`src/rtl/core/utf8d_pkg.sv`:
```
// Shared types and codes for the UTF-8 stream decoder.
package utf8d_pkg;

    typedef enum logic [2:0] {
        MODE_EMPTY   = 3'b001,
        MODE_PENDING = 3'b010,
        MODE_REPLAY  = 3'b100
    } mode_t;

    localparam logic [1:0] ST_CODE = 2'd0;
    localparam logic [1:0] ST_MORE = 2'd1;
    localparam logic [1:0] ST_RAW  = 2'd2;
    localparam logic [1:0] ST_END  = 2'd3;

    localparam int unsigned VALUE_W = 21;

    typedef struct packed {
        logic [1:0]         status;
        logic [VALUE_W-1:0] value;
    } result_t;

endpackage

```
`src/rtl/core/utf8d_if.sv`:
```
// Valid/ready channel interfaces for decoder requests and results.
interface utf8d_in_if;
    logic       valid;
    logic       ready;
    logic [7:0] data_byte;
    logic       end_of_input;

    modport source (output valid, output data_byte, output end_of_input, input ready);
    modport sink   (input valid, input data_byte, input end_of_input, output ready);
endinterface

interface utf8d_out_if;
    logic                           valid;
    logic                           ready;
    logic [1:0]                     status;
    logic [utf8d_pkg::VALUE_W-1:0]  value;

    modport source (output valid, output status, output value, input ready);
    modport sink   (input valid, input status, input value, output ready);
endinterface

```
`src/rtl/core/utf8d_core.sv`:
```
// Sequence state and combinational decode of one request.
module utf8d_core
(
    input  logic               clk,
    input  logic               rst_n,
    input  logic               step,
    input  logic [7:0]         data_byte,
    input  logic               end_of_input,
    output utf8d_pkg::result_t res
);

    utf8d_pkg::mode_t mode_reg, mode_next;
    logic [1:0]       count_reg, count_next;
    logic [1:0]       need_reg, need_next;
    logic [7:0]       held_reg [3];
    logic [7:0]       held_next [3];

    logic [7:0]       app;
    logic [7:0]       seq [4];
    logic [2:0]       seq_n;
    logic [1:0]       fail_count;
    logic             is_cont;
    logic             dec_ok;
    logic [20:0]      dec_cp;

    function automatic logic [21:0] decode_seq(
        input logic [7:0] s0,
        input logic [7:0] s1,
        input logic [7:0] s2,
        input logic [7:0] s3,
        input logic [2:0] n
    );
        logic [20:0] v;
        logic        ok;
        v  = '0;
        ok = 1'b0;
        unique case (n)
            3'd2:
            begin
                v  = {10'd0, s0[4:0], s1[5:0]};
                ok = (v >= 21'h80);
            end
            3'd3:
            begin
                v  = {5'd0, s0[3:0], s1[5:0], s2[5:0]};
                ok = (v >= 21'h800) && !((v >= 21'hD800) && (v < 21'hE000));
            end
            3'd4:
            begin
                v  = {s0[2:0], s1[5:0], s2[5:0], s3[5:0]};
                ok = (v >= 21'h10000) && (v <= 21'h10FFFF);
            end
            default:
            begin
                v  = '0;
                ok = 1'b0;
            end
        endcase
        return {ok, v};
    endfunction

    assign app     = end_of_input ? 8'h00 : data_byte;
    assign is_cont = !end_of_input && (data_byte[7:6] == 2'b10);

    // Pending bytes followed by the new byte, oldest first.
    assign seq[0] = (count_reg != 2'd0) ? held_reg[0] : app;
    assign seq[1] = (count_reg > 2'd1) ? held_reg[1] : ((count_reg == 2'd1) ? app : 8'h00);
    assign seq[2] = (count_reg == 2'd3) ? held_reg[2] : ((count_reg == 2'd2) ? app : 8'h00);
    assign seq[3] = (count_reg == 2'd3) ? app : 8'h00;
    assign seq_n  = {1'b0, count_reg} + {2'd0, !end_of_input};

    assign fail_count       = (seq_n == 3'd0) ? 2'd0 : 2'(seq_n - 3'd1);
    assign {dec_ok, dec_cp} = decode_seq(seq[0], seq[1], seq[2], seq[3], seq_n);

    always_comb
    begin
        res          = '{status: utf8d_pkg::ST_END, value: '0};
        mode_next    = mode_reg;
        count_next   = count_reg;
        need_next    = need_reg;
        held_next[0] = held_reg[0];
        held_next[1] = held_reg[1];
        held_next[2] = held_reg[2];

        priority if (mode_reg == utf8d_pkg::MODE_PENDING)
        begin
            if (is_cont && (need_reg > 2'd1) && (seq_n < 3'd4))
            begin
                held_next[count_reg] = data_byte;
                count_next           = seq_n[1:0];
                need_next            = need_reg - 2'd1;
                res.status           = utf8d_pkg::ST_MORE;
            end
            else if (is_cont && dec_ok)
            begin
                mode_next  = utf8d_pkg::MODE_EMPTY;
                count_next = 2'd0;
                need_next  = 2'd0;
                res        = '{status: utf8d_pkg::ST_CODE, value: dec_cp};
            end
            else
            begin
                // Broken, invalid or ended sequence: lead byte now, rest held.
                held_next[0] = seq[1];
                held_next[1] = seq[2];
                held_next[2] = seq[3];
                count_next   = fail_count;
                need_next    = 2'd0;
                mode_next    = (fail_count != 2'd0) ? utf8d_pkg::MODE_REPLAY
                                                    : utf8d_pkg::MODE_EMPTY;
                res          = '{status: utf8d_pkg::ST_RAW, value: {13'd0, seq[0]}};
            end
        end
        else if ((mode_reg == utf8d_pkg::MODE_REPLAY) && end_of_input)
        begin
            if (count_reg == 2'd0)
            begin
                mode_next  = utf8d_pkg::MODE_EMPTY;
                need_next  = 2'd0;
                res.status = utf8d_pkg::ST_END;
            end
            else
            begin
                held_next[0] = held_reg[1];
                held_next[1] = held_reg[2];
                count_next   = count_reg - 2'd1;
                if (count_reg == 2'd1)
                begin
                    mode_next = utf8d_pkg::MODE_EMPTY;
                    need_next = 2'd0;
                end
                res = '{status: utf8d_pkg::ST_RAW, value: {13'd0, held_reg[0]}};
            end
        end
        else
        begin
            // Nothing open; a real byte during replay drops the held bytes.
            mode_next  = utf8d_pkg::MODE_EMPTY;
            count_next = 2'd0;
            need_next  = 2'd0;
            if (end_of_input)
            begin
                res.status = utf8d_pkg::ST_END;
            end
            else if (data_byte < 8'h80)
            begin
                res = '{status: utf8d_pkg::ST_CODE, value: {13'd0, data_byte}};
            end
            else if ((data_byte >= 8'hC2) && (data_byte <= 8'hF4))
            begin
                held_next[0] = data_byte;
                count_next   = 2'd1;
                need_next    = (data_byte < 8'hE0) ? 2'd1 :
                               ((data_byte < 8'hF0) ? 2'd2 : 2'd3);
                mode_next    = utf8d_pkg::MODE_PENDING;
                res.status   = utf8d_pkg::ST_MORE;
            end
            else
            begin
                res = '{status: utf8d_pkg::ST_RAW, value: {13'd0, data_byte}};
            end
        end
    end

    always_ff @(posedge clk or negedge rst_n)
    begin
        if (!rst_n)
        begin
            mode_reg  <= utf8d_pkg::MODE_EMPTY;
            count_reg <= 2'd0;
            need_reg  <= 2'd0;
        end
        else if (step)
        begin
            mode_reg  <= mode_next;
            count_reg <= count_next;
            need_reg  <= need_next;
        end
    end

    always_ff @(posedge clk)
    begin
        if (step)
        begin
            held_reg[0] <= held_next[0];
            held_reg[1] <= held_next[1];
            held_reg[2] <= held_next[2];
        end
    end

    a_empty_clean: assert property (@(posedge clk) disable iff (!rst_n)
        (mode_reg == utf8d_pkg::MODE_EMPTY) |-> (count_reg == 2'd0) && (need_reg == 2'd0))
        else $error("empty mode with held bytes or expected bytes");

    a_pending_open: assert property (@(posedge clk) disable iff (!rst_n)
        (mode_reg == utf8d_pkg::MODE_PENDING) |-> (count_reg != 2'd0) && (need_reg != 2'd0))
        else $error("pending sequence without lead byte or expected bytes");

    a_replay_held: assert property (@(posedge clk) disable iff (!rst_n)
        (mode_reg == utf8d_pkg::MODE_REPLAY) |-> (count_reg != 2'd0) && (need_reg == 2'd0))
        else $error("replay mode with nothing held");

endmodule

```
`src/rtl/core/utf8_stream_decoder_top.sv`:
```
// UTF-8 stream decoder top level: request register, decode core, result register.
// Takes one request per cycle while results are taken and gives exactly one result per request, in order.
// An accepted request sits in the request register until the result register is free
// to take its result; then the sequence state is updated and the result registered
// at the same edge, after which it can be taken.
// Throughput is one request per clock while results are taken; the decode logic
// is a single pass over the registered byte and the 3-byte held-sequence state.
// Held bytes of a broken sequence come out one per later end-of-input request; a real byte drops them.
module utf8_stream_decoder_top
(
    input  logic        clk,
    input  logic        rst_n,
    utf8d_in_if.sink    in_ch,
    utf8d_out_if.source out_ch
);

    logic               req_valid_reg;
    logic [7:0]         req_byte_reg;
    logic               req_eoi_reg;
    logic               out_valid_reg;
    utf8d_pkg::result_t out_res_reg;
    utf8d_pkg::result_t core_res;
    logic               advance;
    logic               accept;

    assign advance      = req_valid_reg && (!out_valid_reg || out_ch.ready);
    assign in_ch.ready  = !req_valid_reg || advance;
    assign accept       = in_ch.valid && in_ch.ready;

    utf8d_core u_core
    (
        .clk          (clk),
        .rst_n        (rst_n),
        .step         (advance),
        .data_byte    (req_byte_reg),
        .end_of_input (req_eoi_reg),
        .res          (core_res)
    );

    always_ff @(posedge clk or negedge rst_n)
    begin
        if (!rst_n)
        begin
            req_valid_reg <= 1'b0;
            out_valid_reg <= 1'b0;
        end
        else
        begin
            if (accept)
            begin
                req_valid_reg <= 1'b1;
            end
            else if (advance)
            begin
                req_valid_reg <= 1'b0;
            end

            if (advance)
            begin
                out_valid_reg <= 1'b1;
            end
            else if (out_ch.ready)
            begin
                out_valid_reg <= 1'b0;
            end
        end
    end

    always_ff @(posedge clk)
    begin
        if (accept)
        begin
            req_byte_reg <= in_ch.data_byte;
            req_eoi_reg  <= in_ch.end_of_input;
        end
        if (advance)
        begin
            out_res_reg <= core_res;
        end
    end

    assign out_ch.valid  = out_valid_reg;
    assign out_ch.status = out_res_reg.status;
    assign out_ch.value  = out_res_reg.value;

    a_advance_fills: assert property (@(posedge clk) disable iff (!rst_n)
        advance |=> out_valid_reg)
        else $error("request left the register without a result");

    a_accept_holds: assert property (@(posedge clk) disable iff (!rst_n)
        accept |=> req_valid_reg)
        else $error("accepted request lost");

    a_zero_value: assert property (@(posedge clk) disable iff (!rst_n)
        out_valid_reg && ((out_res_reg.status == utf8d_pkg::ST_MORE) ||
                          (out_res_reg.status == utf8d_pkg::ST_END))
        |-> (out_res_reg.value == '0))
        else $error("nonzero value with no code point or byte");

    a_raw_byte: assert property (@(posedge clk) disable iff (!rst_n)
        out_valid_reg && (out_res_reg.status == utf8d_pkg::ST_RAW)
        |-> (out_res_reg.value[20:8] == '0))
        else $error("raw result wider than a byte");

endmodule

```
`src/flat_wrapper.sv`:
```
// flat-port wrapper written by rule: the top's interface ports become plain ports
module utf8_stream_decoder_top_flat 
  (clk, rst_n, in_ch_valid, in_ch_data_byte, in_ch_end_of_input, in_ch_ready, out_ch_valid, out_ch_status, out_ch_value, out_ch_ready);
  utf8d_in_if in_ch_i ();
  utf8d_out_if out_ch_i ();
  input  logic clk;
  input  logic rst_n;
  input wire logic [$bits(in_ch_i.valid)-1:0] in_ch_valid;
  input wire logic [$bits(in_ch_i.data_byte)-1:0] in_ch_data_byte;
  input wire logic [$bits(in_ch_i.end_of_input)-1:0] in_ch_end_of_input;
  output wire logic [$bits(in_ch_i.ready)-1:0] in_ch_ready;
  output wire logic [$bits(out_ch_i.valid)-1:0] out_ch_valid;
  output wire logic [$bits(out_ch_i.status)-1:0] out_ch_status;
  output wire logic [$bits(out_ch_i.value)-1:0] out_ch_value;
  input wire logic [$bits(out_ch_i.ready)-1:0] out_ch_ready;
  assign in_ch_i.valid = in_ch_valid;
  assign in_ch_i.data_byte = in_ch_data_byte;
  assign in_ch_i.end_of_input = in_ch_end_of_input;
  assign in_ch_ready = in_ch_i.ready;
  assign out_ch_valid = out_ch_i.valid;
  assign out_ch_status = out_ch_i.status;
  assign out_ch_value = out_ch_i.value;
  assign out_ch_i.ready = out_ch_ready;
  utf8_stream_decoder_top u_core (.clk(clk), .rst_n(rst_n), .in_ch(in_ch_i), .out_ch(out_ch_i));
endmodule
```
`config.mk`:
```
export PLATFORM = sky130hd
export DESIGN_NAME = utf8_stream_decoder_top_flat
export DESIGN_NICKNAME = d
export VERILOG_FILES = /design/src/rtl/core/utf8d_pkg.sv /design/src/rtl/core/utf8d_if.sv /design/src/rtl/core/utf8d_core.sv /design/src/rtl/core/utf8_stream_decoder_top.sv /design/src/flat_wrapper.sv
export SDC_FILE = /design/constraint.sdc
export NUM_CORES = 1
export LEC_CHECK = 0
export BUFFER_PORTS_ARGS = -buffer_cell sky130_fd_sc_hd__buf_2
export CORE_ASPECT_RATIO = 1.75
export CORE_UTILIZATION = 54
export DETAILED_ROUTE_END_ITERATION = 8
export PLACE_DENSITY = 0.83
export RECOVER_POWER = 25
export SYNTH_ARGS = -nofsm -noshare
export SYNTH_HDL_FRONTEND = slang
export SYNTH_SLANG_ARGS = --single-unit
```
`constraint.sdc`:
```
create_clock -name clk -period 4 [get_ports clk]
set_clock_uncertainty 0.2 [all_clocks]
set_input_delay 0.4 -clock clk [delete_from_list [all_inputs] [get_ports clk]]
set_output_delay 0.4 -clock clk [all_outputs]
set_load 0.01 [all_outputs]
```
==> impl_metrics.tcl, run 1 <==
set metrics [dict create \
    path_class "flip-flop to flip-flop" \
    wl_met1_um 3940 \
    grt.overflow.total 0 \
    finalCritPeriodShare_pct 92.0 \
    drt_pass1_iterations 8 \
    fp.coreArea_um2 7180 \
    p_per_area_nw_per_um2 438 \
    wl_met3_um 871 \
    die_h_um 116 \
    grt_usage_pct 33.1 \
    wirelength_um 11600 \
    grt_pass1_wl_um 18400 \
    syn-num-nets 426 \
    setup_violations 0 \
    path_max_fanout 8 \
    cp-end-kind "flip-flop" \
    drv_slew 0 \
    antenna_found_initial 0 \
    ys.warnings.count 0 \
    finalCriticalPeriod_ns 3.68 \
    fin_util_pct 64.2 \
    drt-initial-drc-count 473 \
    synth_top_family_by_area "compound AO/OA/AOI/OAI gates" \
    clock_latency_ns 0.33 \
    ys_dominant_reg_cell "edfxtp_1" \
    area_delta_synth_final_pct 15.9 \
    final_cells 545 \
    diodes 0 \
    clock-sinks 65 \
    hp-class "input pin to flip-flop" \
    setup_tns_ns 0 \
    synthCells 406 \
    die_w_um 66.9 \
    syn_avg_cell_area_um2 9.80 \
    grt_max_degree 24 \
    postCtsSetupRepairBufs 0 \
    synth_compound_area_share_pct 23.8 \
    port_buffers 37 \
    largest_reg_flops 24 \
    grt_pass1_vias 3589 \
    cts_root_buf "clkbuf_16" \
    rsz0062_at_grt "no" \
    wl_per_cell_um 21.3 \
    cts_resized 0 \
    htreeDepth 3 \
    synth.area.mux_share_pct 1.32 \
    cts_made_buffers 9 \
    drive_above_1_share_pct 14.4 \
    row_count 41 \
    dpl.cell_count 529 \
    die-area_um2 7730 \
    viasPerCell 6.74 \
    peakVddDrop_uv 357 \
    critPathRequiredTime_ns 3.89 \
    place_congestion 0.987 \
    highest_layer "met4" \
    ios 38 \
    cts_buffer_depth 2 \
    synth-simple-area-share_pct 20.5 \
    synth-seq-cells 65 \
    nNetsFinal 475 \
    postCtsHoldBufs 1 \
    cap_violations 0 \
    ys_seq_area_share_pct 47.9 \
    slew_headroom_pct 48.7 \
    drtAntennaViolNets 0 \
    syn-cell-area_um2 3980 \
    synth-edff-count 56 \
    wl_met2_um 6020 \
    yosys.area_share.adder_pct 2.20 \
    critical_path_arrival_ns 3.57 \
    synth_xor_area_share_pct 0 \
    async_reset_ff_share_pct 13.8 \
    status "finished, final reports clean" \
    tritoncts "yes" \
    start_util_pct 55.4 \
    clk_pin_slew_ns 0.05 \
    hpwl_um 8470 \
    timing.fmax_mhz 272 \
    whs_ns 0.0414 \
    drt_drc_violations_left 0 \
    finalHoldViolations 0 \
    worst_pin_slew_ns 0.768 \
    p_leak_nw 1.74 \
    setup.worst_path.start_class "flip-flop" \
    num_vias 3676 \
    synth_cell_types 61 \
]
per-layer routing:
layer | global-route usage, % | up-vias
met5 | 0 | -
met4 | 23.7 | 0
met3 | 8.76 | 78
met2 | 56.8 | 247
met1 | 33.7 | 1702
li1 | - | 1649
synth_stat cells (6+ instances only):
library cell	n	share of area, %
dfrtp_1	8	5.0
nand2b_1	9	1.4
nor2b_1	21	3.3
nand3b_1	6	1.1
o221ai_1	7	1.5
o211ai_1	6	1.1
inv_1	16	1.5
o21ai_0	31	3.9
a21oi_1	20	2.5
edfxtp_1	56	42
nand2_1	41	3.9
a22oi_1	11	2.1
ha_1	7	2.2
nor2_1	35	3.3
nand3_1	8	1.0
a22o_1	11	2.4
clkbuf_1	20	1.9
a31oi_1	6	0.94
metrics by stage:
| step | total power, mW | setup slack [ns] | instance area, µm² |
|---|---|---|---|
| floorplan | 1.11 | 0.00873 | 3980 |
| global placement | 1.26 | 0.628 | 4350 |
| detailed placement | 1.27 | 0.569 | 4350 |
| CTS | 2.01 | 0.550 | 4640 |
| global route | 2.10 | 0.240 | 4610 |
| finish | 2.02 | 0.322 | 4610 |
layout by cell type, fill, tap and decap left out, drive strengths merged, types with 16 or more instances in the layout:
cell type,instances
buf,42
o21ai,32
nand2,41
clkbuf,30
inv,16
nor2b,21
nor2,35
a21oi,20
edfxtp,56
worst max-delay path, cell delays in order, from the launching register on:
cell	delay [ns]
edfxtp_1	0.40
inv_1	0.19
ha_1	0.18
ha_1	0.30
nor3b_1	0.65
o21ai_0	0.30
nor4_1	0.37
nor2_1	0.12
a21oi_1	0.37
a2111oi_1	0.16
buf_4	0.20
kinds of logic (layout without fill, tap and decap cells):
logic type,Yosys count,in the layout
AO/OA/AOI/OAI,133,133
adder cells (fa/ha/maj),7,7
buffers and inverters,40,93
flip-flops,65,65
multiplexers,5,5
AND/OR/NAND/NOR,156,156
area by class of cell:
type / count / area (µm²)
clock buffers: 11 / 233
clock inverters: 4 / 45.0
fillers: 611 / 2570
inverters: 16 / 60.1
multi-input cells: 301 / 1910
flip-flops and latches: 65 / 1910
well taps: 86 / 108
repair buffers: 62 / 352
worst paths after layout:
check	endpoint	from	cells past startpoint	slack [ns]
worst min-delay path	u_core.req_byte_reg[1]	in_ch_data_byte[1]	1	0.04
worst max register to register	u_core.u_core.held_reg[0][23]	u_core.req_eoi_reg	10	0.32
worst max-delay path	u_core.u_core.held_reg[0][23]	u_core.req_eoi_reg	10	0.32
worst min register to register	u_core.out_ch.valid	u_core.req_valid_reg	1	0.29
max in group asynchronous	u_core.u_core.mode_reg[0]	rst_n	2	2.90
min in group asynchronous	u_core.u_core.count_reg[0]	rst_n	2	0.35
report_power, final:
group	leakage, nW	total, mW	switching [mW]	internal (mW)
Clock	0.139	0.748	0.272	0.475
Combinational	0.967	0.463	0.300	0.163
Sequential	0.633	0.810	0.0273	0.782
Note: power is estimated with default switching activity, not from simulation.
==> inputs of run 2 (changes only) <==
CORE_MARGIN = 5   (was not set)
==> run 2 against run 1 <==
Wire length grew 3.6%. Clock-buffer cell count down 2. Combinational power about the same. Power rose by 1.0%. Critical path depth down 2. Clock power grew 2%. Die area is 20% higher. Non-clock buffer count up 1. Critical endpoint is now u_core.u_core.held_reg[0][14]. Highest routed layer unchanged.
==> impl_metrics.tcl, run 2 (synthesis gave the netlist of run 1 again) <==
set metrics [dict create \
    clock_latency_ns 0.34 \
    grt_pass1_wl_um 18600 \
    viasPerCell 6.91 \
    grt.overflow.total 0 \
    clock-sinks 65 \
    finalCritPeriodShare_pct 87.7 \
    peakVddDrop_uv 394 \
    cp-endpoint "u_core.u_core.held_reg[0][14]" \
    hp-class "input pin to flip-flop" \
    p_leak_nw 1.74 \
    diodes 0 \
    drtAntennaViolNets 0 \
    place_congestion 1.00 \
    clkPwrFrac_pct 37.5 \
    reg2reg_depth 8 \
    setup.worst_path.start_class "flip-flop" \
    critical_path_arrival_ns 3.35 \
    status "finished, final reports clean" \
    wl_per_cell_um 22.0 \
    grt_pass1_vias 3605 \
    largest_reg_flops 24 \
    p_per_area_nw_per_um2 441 \
    clk_pin_slew_ns 0.06 \
    cap_violations 0 \
    drt-initial-drc-count 596 \
    final_common_cell "edfxtp_1" \
    pwr-share-comb_pct 22.8 \
    antenna_found_initial 0 \
    port_buffers 37 \
    path_max_fanout 8 \
    path_class "flip-flop to flip-flop" \
    fp.coreArea_um2 7180 \
    num_vias 3780 \
    drt_drc_violations_left 0 \
    setup_tns_ns 0 \
    r2r_end "u_core.u_core.held_reg[0][14]" \
    p_switching_mw 0.620 \
    start_util_pct 55.4 \
    cp-end-kind "flip-flop" \
    critPathRequiredTime_ns 3.84 \
    slew_headroom_pct 49.6 \
    p_int_mw 1.42 \
    hpwl_um 8780 \
    die_w_um 74.9 \
    die-area_um2 9250 \
    area_delta_synth_final_pct 16.3 \
    setup_violations 0 \
    drv_slew 0 \
    finalCriticalPeriod_ns 3.51 \
    crit_path_start "u_core.u_core.count_reg[0]" \
    cts_buffer_depth 2 \
    rrSetupSlack_ns 0.49 \
    swShare_pct 30.4 \
    timing.fmax_mhz 285 \
    final_cell_mix "edfxtp_1 (56), nand2_1 (41), nor2_1 (35), o21ai_0 (31), buf_4 (25)" \
    htreeDepth 3 \
    p_total_mw 2.04 \
    wirelength_um 12000 \
    cts_made_buffers 9 \
    tritoncts "yes" \
    ios 38 \
    rsz0062_at_grt "no" \
    die_h_um 124 \
    drive_above_1_share_pct 14.5 \
    drt_pass1_iterations 8 \
    nNetsFinal 476 \
    rr_startpoint "u_core.u_core.count_reg[0]" \
    worst_pin_slew_ns 0.754 \
    finalHoldViolations 0 \
    grt_usage_pct 27.7 \
    row_count 41 \
    seq_power_share_pct 39.7 \
    grt_max_degree 24 \
    cts_root_buf "clkbuf_16" \
]
-- run 2: changes by cell type in the layout (fill, tap and decap cells not counted), sizes merged --
cell,previous run,this run
clkbuf,30,28
clkinvlp,0,2
buf,42,43
clkinv,3,4
-- run 2: worst min path at each step --
stage                     cells after the start          startpoint  slack [ns]                   endpoint
after floorplan                               0               rst_n        -0.1        u_core.out_ch.valid
after global placement                        1               rst_n        0.06  u_core.u_core.mode_reg[2]
after detailed placement                      1               rst_n        0.06  u_core.u_core.mode_reg[2]
after CTS                                     1  in_ch_data_byte[2]        0.03     u_core.req_byte_reg[2]
after global routing                          1  in_ch_data_byte[4]        0.03     u_core.req_byte_reg[4]
final                                         1  in_ch_data_byte[2]        0.03     u_core.req_byte_reg[2]
-- run 2: through the flow --
| step | cell area, µm² | setup slack [ns] | util, % | instances | hold slack (ns) |
|---|---|---|---|---|---|
| 2_1_floorplan | 3980 | 0.00873 | - | 406 | -0.0956 |
| 3_3_place_gp | 4360 | 0.677 | 60.6 | 530 | 0.0574 |
| 3_5_place_dp | 4360 | 0.591 | 60.6 | 530 | 0.0609 |
| 4_1_cts | 4650 | 0.575 | 64.8 | 547 | 0.0292 |
| 5_1_grt | 4630 | 0.321 | 64.4 | 547 | 0.0300 |
| 6_report | 4630 | 0.491 | 64.4 | 547 | 0.0338 |
-- run 2: final cells by class --
cell class,count,area (µm²)
Clock buffer,9,225
Clock inverter,7,61.3
Fill cell,597,2550
Inverter,16,60.1
Multi-Input combinational cell,301,1910
Sequential cell,65,1910
Tap cell,86,108
Timing Repair Buffer,63,359
-- run 2: layer usage --
layer / share of wire [%] / routed length [µm] / up-vias / GRT usage [%]
met5: 0 / 0 / - / 0
met4: 6.6 / 799 / 0 / 18.0
met1: 33 / 3970 / 1749 / 29.1
li1: - / - / 1654 / -
met3: 9.0 / 1090 / 79 / 7.11
met2: 51 / 6190 / 298 / 47.4
-- run 2: critical path: stages (launching register included) --
cell	delay, ns
dfrtp_1	0.43
ha_1	0.23
ha_1	0.37
nor3b_1	0.60
o21ai_0	0.26
nor4_1	0.37
or2_1	0.32
o21ai_4	0.11
and3_1	0.32
-- run 2: timing repair --
| action | 4_1_cts | 5_1_grt |
|---|---|---|
| buffers inserted | 0 | 0 |
| gates resized for setup | 0 | 0 |
| hold buffers | 1 | 0 |
| endpoints found under the hold margin | 9 | 0 |
-- run 2: power by group through the flow --
stage	sequential, mW	combinational [mW]	clock [mW]
after floorplan	0.825	0.288	0
after global placement	0.820	0.439	0
after detailed placement	0.822	0.449	0
after CTS	0.809	0.453	0.772
after global routing	0.814	0.497	0.803
final	0.810	0.465	0.766
==> inputs of run 3 (changes only) <==
CORE_UTILIZATION = 41   (was 54)
PLACE_DENSITY = 0.67   (was 0.83)
==> run 3 against run 2 <==
Die area up 28%. Largest cell class unchanged. Critical endpoint is now u_core.u_core.held_reg[0][1]. Worst hold slack improved by 0.0025 ns. Cell count up 5.3%. Critical path depth unchanged. Wire length is 6.3% lower. Utilization fell by 15 points.
==> impl_metrics.tcl, run 3 (synthesis gave the netlist of run 1 again) <==
set metrics [dict create \
    num_vias 3532 \
    slew_headroom_pct 39.3 \
    place_congestion 0.948 \
    seq_power_share_pct 38.6 \
    final_cell_mix "edfxtp_1 (56), nand2_1 (41), nor2_1 (35), o21ai_0 (31), nor2b_1 (21)" \
    cts_root_buf "clkbuf_16" \
    path_max_fanout 11 \
    wl_per_cell_um 19.6 \
    setup.worst_path.start_class "flip-flop" \
    met3_usage_pct 3.82 \
    design_area_um2 4650 \
    clk_pin_slew_ns 0.06 \
    min-delay-start "in_ch_data_byte[1]" \
    p_int_mw 1.48 \
    setup_slack_ns 0.489 \
    swShare_pct 29.3 \
    drt_pass1_iterations 5 \
    drt-initial-drc-count 399 \
    status "finished, final reports clean" \
    die_w_um 84.5 \
    cts_made_buffers 9 \
    drtAntennaViolNets 0 \
    placement.setup.worst_slack_ns 0.550 \
    pwr-share-comb_pct 21.2 \
    postCtsHoldBufs 1 \
    cpMaxStageDelayCell "o2111a_1" \
    cap_violations 0 \
    cts_buffer_depth 2 \
    grt-busiest-layer "met2" \
    setup_tns_ns 0 \
    hp-class "input pin to flip-flop" \
    crit_path_start "u_core.u_core.count_reg[0]" \
    die_h_um 140 \
    antenna_found_initial 0 \
    ios 38 \
    grt.overflow.total 0 \
    viasPerCell 6.13 \
    path_class "flip-flop to flip-flop" \
    critPathRequiredTime_ns 3.79 \
    drt_drc_violations_left 0 \
    postCtsSetupRepairBufs 0 \
    p_switching_mw 0.613 \
    hpwl_um 8420 \
    cpPeakStageDelay_ns 0.46 \
    p_total_mw 2.09 \
    p_leak_nw 1.72 \
    port_buffers 37 \
    finalCritPeriodShare_pct 87.8 \
    wirelength_um 11300 \
    fillCellCount 892 \
    cp_cell_sequence "inv_1 -> ha_1 -> and3b_1 -> a2111o_1 -> o311a_1 -> or2_1 -> o21ai_4 -> o2111a_1" \
    worst_pin_slew_ns 0.909 \
    drv_slew 0 \
    die-area_um2 11900 \
    clock-sinks 65 \
    seq_area_um2 1910 \
    rr_startpoint "u_core.u_core.count_reg[0]" \
    post_dp_cell_area_um2 4350 \
    use_met2_pct 34.2 \
    drive_above_1_share_pct 13.7 \
    final_common_cell "edfxtp_1" \
    largest_reg_flops 24 \
    clkPwrFrac_pct 40.2 \
    row_count 47 \
    grt_usage_pct 19.2 \
    grt_util_met1_pct 20.5 \
    peakVddDrop_uv 391 \
    fp.coreArea_um2 9470 \
    grt_pass1_vias 3464 \
    htreeDepth 3 \
    clock_latency_ns 0.33 \
    area_delta_synth_final_pct 16.9 \
    nNetsFinal 469 \
    multiInputGateArea_um2 1910 \
    tritoncts "yes" \
    critical_path_arrival_ns 3.31 \
    grt_max_degree 24 \
    cts_resized 0 \
    grt_pass1_wl_um 17900 \
    diodes 0 \
    setup_violations 0 \
    start_util_pct 42.0 \
    rsz0062_at_grt "no" \
    cp-end-kind "flip-flop" \
    timing.fmax_mhz 285 \
    finalHoldViolations 0 \
    p_per_area_nw_per_um2 450 \
    finalCriticalPeriod_ns 3.51 \
]
## run 3: changes by cell type in the layout (fill, tap and decap cells not counted)
cell,change
buf_4,-7
clkinv_1,-3
buf_2,-1
bufinv_16,+1
clkbuf_1,+1
clkinv_2,+1
inv_6,+1
## run 3: layout make-up
class / instances / share of cell area [%]
clock inverters: 7 / 2.02
clock buffers: 9 / 4.84
inverters: 16 / 1.29
repair buffers: 56 / 6.56
flip-flops and latches: 65 / 41.0
well taps: 122 / 3.28
multi-input cells: 301 / 41.0
## run 3: critical path: cells and delay by family, from the launching register on
kind | cells | cell delay, ns
fa+ha+maj | 1 | 0.38
flops | 1 | 0.43
simple gates | 2 | 0.60
buf+inv | 1 | 0.11
compound gates | 4 | 1.44
## run 3: path summary, 6_finish.rpt
kind / to / slack, ns / cells after the start
max in group asynchronous: u_core.u_core.mode_reg[0] / 2.90 / 2
hold / removal: u_core.req_byte_reg[1] / 0.04 / 1
setup / recovery: u_core.u_core.held_reg[0][1] / 0.49 / 8
hold reg to reg: u_core.out_ch.valid / 0.31 / 1
setup reg to reg: u_core.u_core.held_reg[0][1] / 0.49 / 8
min in group asynchronous: u_core.u_core.count_reg[0] / 0.34 / 2
## run 3: power by group through the flow
stage | Combinational, mW | Clock, mW | Sequential, mW
floorplan | 0.288 | 0 | 0.825
global placement | 0.428 | 0 | 0.819
detailed placement | 0.434 | 0 | 0.821
CTS | 0.437 | 0.851 | 0.808
global route | 0.478 | 0.875 | 0.813
finish | 0.443 | 0.843 | 0.808
## run 3: layer usage
layer	up-vias	share of wire, %
met2	175	53
met1	1664	36
met4	0	4.5
met3	43	5.8
li1	1650	-
met5	-	0
## run 3: per-stage QoR
step	hold WS (ns)	utilization [%]	std cells
2_1_floorplan	-0.0956	-	406
3_3_place_gp	0.0596	45.9	559
3_5_place_dp	0.0652	45.9	559
4_1_cts	0.0325	49.4	576
5_1_grt	0.0353	49.1	576
6_report	0.0363	49.1	576
